--- src/hw/rtl/pli_pkg.sv ---
// pli_pkg: shared widths, codes, word types and controller/datapath links
// for the piecewise linear interpolator; no dependencies
`timescale 1ns / 1ps

package pli_pkg;

	localparam int DATA_WIDTH   = 32;
	localparam int FRAC_BITS    = 16;
	localparam int MAX_POINTS   = 64;
	localparam int COUNT_WIDTH  = 7;
	localparam int INDEX_WIDTH  = 6;
	localparam int STATUS_WIDTH = 2;

	localparam logic [COUNT_WIDTH-1:0] COUNT_RESET = COUNT_WIDTH'(2);

	// function codes of an input word
	localparam logic FUNC_WRITE = 1'b0;
	localparam logic FUNC_EVAL  = 1'b1;

	// result status codes
	localparam logic [STATUS_WIDTH-1:0] STATUS_OK         = STATUS_WIDTH'(0);
	localparam logic [STATUS_WIDTH-1:0] STATUS_OUTSIDE    = STATUS_WIDTH'(1);
	localparam logic [STATUS_WIDTH-1:0] STATUS_ZERO_WIDTH = STATUS_WIDTH'(2);

	typedef struct packed {
		logic                          func;
		logic [INDEX_WIDTH-1:0]        entry_index;
		logic signed [DATA_WIDTH-1:0]  point_x;
		logic signed [DATA_WIDTH-1:0]  point_y;
	} pli_in_t;

	typedef struct packed {
		logic signed [DATA_WIDTH-1:0]  interp_value;
		logic signed [DATA_WIDTH-1:0]  interp_slope;
		logic [INDEX_WIDTH-1:0]        segment_index;
		logic [STATUS_WIDTH-1:0]       status;
	} pli_out_t;

	// table read address select
	typedef enum logic [2:0] {
		RD_FIRST    = 3'd0,
		RD_LAST     = 3'd1,
		RD_MID      = 3'd2,
		RD_SEG      = 3'd3,
		RD_SEG_NEXT = 3'd4
	} pli_rd_sel_t;

	typedef struct packed {
		logic        write_entry;
		logic        load_query;
		pli_rd_sel_t rd_sel;
		logic        cap_first;
		logic        cap_last;
		logic        srch_step;
		logic        cap_seg;
		logic        cap_lo;
		logic        cap_diff;
		logic        mul;
		logic        div_start;
		logic        div_slope;
		logic        cap_value;
		logic        cap_slope;
		logic        res_outside;
		logic        res_zero;
		logic        out_load;
	} pli_cmd_t;

	typedef struct packed {
		logic srch_done;
		logic seg_outside;
		logic zero_width;
		logic slope_ovf;
		logic div_done;
	} pli_sts_t;

endpackage

--- src/hw/rtl/pli_ctrl.sv ---
// pli_ctrl: sequencing state machine for table writes, segment search and
// the divide steps; depends on pli_pkg, drives pli_datapath
`timescale 1ns / 1ps

module pli_ctrl (
	input  logic                clk,
	input  logic                arst_n,
	input  logic                in_valid,
	input  logic                in_func,
	output logic                in_ready,
	output logic                out_valid,
	input  logic                out_ready,
	input  pli_pkg::pli_sts_t   sts,
	output pli_pkg::pli_cmd_t   cmd
);

	typedef enum logic [14:0] {
		S_IDLE     = 15'b000000000000001,
		S_RD_FIRST = 15'b000000000000010,
		S_RD_LAST  = 15'b000000000000100,
		S_SRCH_INI = 15'b000000000001000,
		S_SRCH_RD  = 15'b000000000010000,
		S_SRCH_CMP = 15'b000000000100000,
		S_SEG_LO   = 15'b000000001000000,
		S_SEG_HI   = 15'b000000010000000,
		S_SEG_CAP  = 15'b000000100000000,
		S_MUL      = 15'b000001000000000,
		S_VAL_GO   = 15'b000010000000000,
		S_VAL_WAIT = 15'b000100000000000,
		S_SL_GO    = 15'b001000000000000,
		S_SL_WAIT  = 15'b010000000000000,
		S_OUT      = 15'b100000000000000
	} ctrl_state_t;

	ctrl_state_t state_q;
	ctrl_state_t state_n;
	logic        out_valid_q;

	assign in_ready  = (state_q == S_IDLE);
	assign out_valid = out_valid_q;

	always_comb begin
		cmd        = '0;
		cmd.rd_sel = pli_pkg::RD_FIRST;
		state_n    = state_q;
		unique case (state_q)
			S_IDLE: begin
				if (in_valid) begin
					if (in_func == pli_pkg::FUNC_EVAL) begin
						cmd.load_query = 1'b1;
						state_n        = S_RD_FIRST;
					end else begin
						cmd.write_entry = 1'b1;
					end
				end
			end
			S_RD_FIRST: begin
				cmd.rd_sel = pli_pkg::RD_FIRST;
				state_n    = S_RD_LAST;
			end
			S_RD_LAST: begin
				cmd.rd_sel    = pli_pkg::RD_LAST;
				cmd.cap_first = 1'b1;
				state_n       = S_SRCH_INI;
			end
			S_SRCH_INI: begin
				cmd.cap_last = 1'b1;
				state_n      = S_SRCH_RD;
			end
			S_SRCH_RD: begin
				cmd.rd_sel = pli_pkg::RD_MID;
				state_n    = sts.srch_done ? S_SEG_LO : S_SRCH_CMP;
			end
			S_SRCH_CMP: begin
				cmd.srch_step = 1'b1;
				state_n       = S_SRCH_RD;
			end
			S_SEG_LO: begin
				cmd.rd_sel  = pli_pkg::RD_SEG;
				cmd.cap_seg = 1'b1;
				if (sts.seg_outside) begin
					cmd.res_outside = 1'b1;
					state_n         = S_OUT;
				end else begin
					state_n = S_SEG_HI;
				end
			end
			S_SEG_HI: begin
				cmd.rd_sel = pli_pkg::RD_SEG_NEXT;
				cmd.cap_lo = 1'b1;
				state_n    = S_SEG_CAP;
			end
			S_SEG_CAP: begin
				cmd.cap_diff = 1'b1;
				state_n      = S_MUL;
			end
			S_MUL: begin
				if (sts.zero_width) begin
					cmd.res_zero = 1'b1;
					state_n      = S_OUT;
				end else begin
					cmd.mul = 1'b1;
					state_n = S_VAL_GO;
				end
			end
			S_VAL_GO: begin
				cmd.div_start = 1'b1;
				state_n       = S_VAL_WAIT;
			end
			S_VAL_WAIT: begin
				if (sts.div_done) begin
					cmd.cap_value = 1'b1;
					state_n       = S_SL_GO;
				end
			end
			S_SL_GO: begin
				if (sts.slope_ovf) begin
					cmd.cap_slope = 1'b1;
					state_n       = S_OUT;
				end else begin
					cmd.div_start = 1'b1;
					cmd.div_slope = 1'b1;
					state_n       = S_SL_WAIT;
				end
			end
			S_SL_WAIT: begin
				if (sts.div_done) begin
					cmd.cap_slope = 1'b1;
					state_n       = S_OUT;
				end
			end
			S_OUT: begin
				if (!out_valid_q || out_ready) begin
					cmd.out_load = 1'b1;
					state_n      = S_IDLE;
				end
			end
			default: begin
				state_n = S_IDLE;
			end
		endcase
	end

	always_ff @(posedge clk or negedge arst_n) begin
		if (!arst_n) begin
			state_q     <= S_IDLE;
			out_valid_q <= 1'b0;
		end else begin
			state_q <= state_n;
			if (cmd.out_load)
				out_valid_q <= 1'b1;
			else if (out_ready)
				out_valid_q <= 1'b0;
		end
	end

endmodule

--- config.mk ---
export PLATFORM = sky130hd
export DESIGN_NAME = pli_ctrl
export DESIGN_NICKNAME = d
export VERILOG_FILES = /design/src/hw/rtl/pli_pkg.sv /design/src/hw/rtl/pli_ctrl.sv
export SDC_FILE = /design/constraint.sdc
export NUM_CORES = 1
export LEC_CHECK = 0
export ABC_CLOCK_PERIOD_IN_PS = 2400
export BUFFER_PORTS_ARGS = -buffer_cell sky130_fd_sc_hd__buf_2
export CORE_ASPECT_RATIO = 0.9
export CORE_MARGIN = 3
export CORE_UTILIZATION = 35
export DETAILED_ROUTE_END_ITERATION = 12
export GPL_TIMING_DRIVEN = 0
export SYNTH_ARGS = -nofsm -noshare
export SYNTH_HDL_FRONTEND = slang
export SYNTH_SLANG_ARGS = --single-unit
--- constraint.sdc ---
create_clock -name clk -period 2.4 [get_ports clk]
set_input_delay 0.24 -clock clk [delete_from_list [all_inputs] [get_ports clk]]
set_output_delay 0.24 -clock clk [all_outputs]
set_load 0.02 [all_outputs]
==> reports/qor.csv <==
metric,value,unit
CP bufs+invs,1,
Pwr Density,548.7,nW/um^2
Starting DRT DRC Count,45,
Mapped Cells,123,
CTS Buf Count,3,
number of placed cells counting well taps,193,
I/O Buffers,30,
Non-Filler Instances,208,
TritonRoute pass-1 iters,4,
# clock sinks,16,
Final Slew Violations,0,
cell area after synthesis,1094,sq um
fin util,54.07,%
worst slew pin tran,0.4774,ns
sequential area share after synthesis,36.73,%
startpoint types,flip-flop,
Netlist cell types,41,
die area,3832,sq um
Slew Limit Headroom,67.72,%
initial antenna violation count,0,
Worst path slowest cell,or4_4,
Die Width,64.92,um
worst-path fanout max,7,
syn_area_per_cell,8.891,sq um
Most common cell on crit path,or4_4,
failing checks,negative setup slack,
register area,402.9,sq um
post-route ant nets,0,
Placed Area,1294,sq um
Top Ports,31,
Setup crit end kind,output pin,
M1 WL,1.408,mm
WL per Instance,14.04,um
met3 wire length,177,um
final setup fails,1,
layout cells sized above 1,41.07,%
critical path's largest stage delay,0.57,ns
initial core utilization,38.23,%
Vias,1125,
largest area contributor in the netlist,dfrtp_1,
"CP delay by family, top",simple AND/OR/NAND/NOR gates,
routed wl met2,1.323,mm
Avg Vias per Cell,5.409,
post-DP HPWL,2.053,mm
Yosys top cell area share,34.32,%
wire length of the first global-routing pass,4.740,mm
Post-synth ARST share,100.0,%
Final Hold Viols,0,
"Clk pin slew, worst setup/hold paths",0.10,ns
pin count of the biggest net entering global routing,17,
TritonCTS clock tree,yes,
core area,2860,sq um
peak supply drop,0.2938,mV
Remaining DRCs,0,
crit share post-route,100.8,%
Lkg Pwr,0.8245,nW
WP data arrival,2.18,ns
type of the worst min-delay path,in -> reg,
Root Buffer,clkbuf_4,
Placer Congestion,0.8548,
main flop type after synthesis,dfrtp_1,
grt ovf,0,
Max Cap Violations,0,
final non-filler cell area,1546,sq um
area grow syn2layout,41.42,%
Power Total,0.8486,mW
minimum clock period,2.419,ns
WHS,0.1028,ns
htree depth,1,
most common cell in the netlist,dfrtp_1,
unrepaired setup endpoints after global routing,yes,
slack of the critical path,-0.01872,ns
top post-synthesis cells by area,"dfrtp_1 (34%), nor4b_1 (4.8%), nor3_1 (4.1%), nor2_1 (4.1%), and4b_1 (3.7%)",
clk_lat worst skew,0.30,ns
status,finished with violations,
fmax,413.4,MHz
Overall Global Routing Usage,15.71,%
Die Y-Extent,59.03,um
CP required,2.16,ns
drt total wl,2.920,mm
Synth Register Bits,16,
vias in the first global route,1020,
Syn Nets,133,
Setup CP Type,reg -> out,
n_diodes,0,
list of most frequent post-synthesis cells,"dfrtp_1 (15), nor2_1 (12), nor3_1 (9)",
Synth Warn #,0,
# fillers,273,
final net count,179,
footprint of the multi-input gates,691.9,sq um
crit-path cells,or4_4 > or4_4 > nor3b_2 > buf_4,
num rows,18,
Clock Tree Buf Depth,2,
"EDFF count, synth",0,
max layer used,met4,
post-route clock skew,0.01685,ns
flip-flops by register name (all words and copies together) (netlist names):
signal	flops
out_valid	1
state_q	15
repair_timing:
action,in CTS,in global routing
hold buffers,1,0
endpoints found under the setup margin,11,9
resized for setup,8,26
endpoints found under the hold margin,15,0
setup buffers,2,11
pin swaps,2,8
layer usage:
metal  GRT usage (%)  up-vias
met5               0        -
met1           22.14      531
li1                -      553
met2           24.64       39
met3           4.175        2
met4           2.711        0
cells by family (layout without fill, tap and decap cells):
kind of cell,after synthesis,in the layout,share of synthesized area (%)
AO/OA/AOI/OAI,16,16,10.53
buffers and inverters,15,60,6.636
AND/OR/NAND/NOR,72,72,42.91
flip-flops,16,16,36.73
XOR/XNOR,4,4,3.204
layout make-up:
type | instances | area share [%]
plain buffers | 5 | 3.398
clock buffers | 4 | 1.699
multi-input cells | 92 | 44.74
inverters | 7 | 1.699
well taps | 40 | 3.236
flip-flops and latches | 16 | 26.05
repair buffers | 44 | 19.17
final timing paths:
check / start / to / slack [ns] / cells after the start
worst max register to register: state_q[9]$_DFFE_PN0P_ / state_q[14]$_DFFE_PN0P_ / 0.18 / 6
worst min-delay path: sts[4] / state_q[5]$_DFFE_PN0P_ / 0.10 / 2
max in group asynchronous: arst_n / state_q[0]$_DFFE_PN1P_ / 1.68 / 2
worst min register to register: state_q[5]$_DFFE_PN0P_ / state_q[5]$_DFFE_PN0P_ / 0.56 / 2
min in group asynchronous: arst_n / state_q[5]$_DFFE_PN0P_ / 0.38 / 2
worst max-delay path: state_q[3]$_DFFE_PN0P_ / cmd[11] / -0.02 / 4
report_power, final:
group          switching [mW]  internal [mW]
Clock                  0.0865         0.0647
Sequential             0.0266          0.291
Combinational           0.189          0.190
Total                   0.303          0.546
placed cells by master (no fill, tap or decap), types with 5 or more instances in the layout:
master,count
nor3_1,7
inv_1,7
dfrtp_1,14
nand2_1,6
nor2_1,10
buf_2,24
buf_6,7
nor4b_1,6
buf_4,16
and3_1,5
worst register-to-register path, cell delays in order (launching register included):
cell and delay [ns]:
dfrtp_1 0.39, buf_6 0.14, or4_4 0.58, or3_1 0.39, a211o_1 0.32, nand3b_1 0.16, o21ai_0 0.11
through the flow:
stage | setup TNS (ns) | worst slack (ns)
global route | -0.4158 | -0.08031
finish | -0.01872 | -0.01872
CTS | -0.03713 | -0.01757
floorplan | 0 | 0.003169
global placement | 0 | 0.02388
detailed placement | 0 | 0.003053
Power figures use the tool's default switching activity.
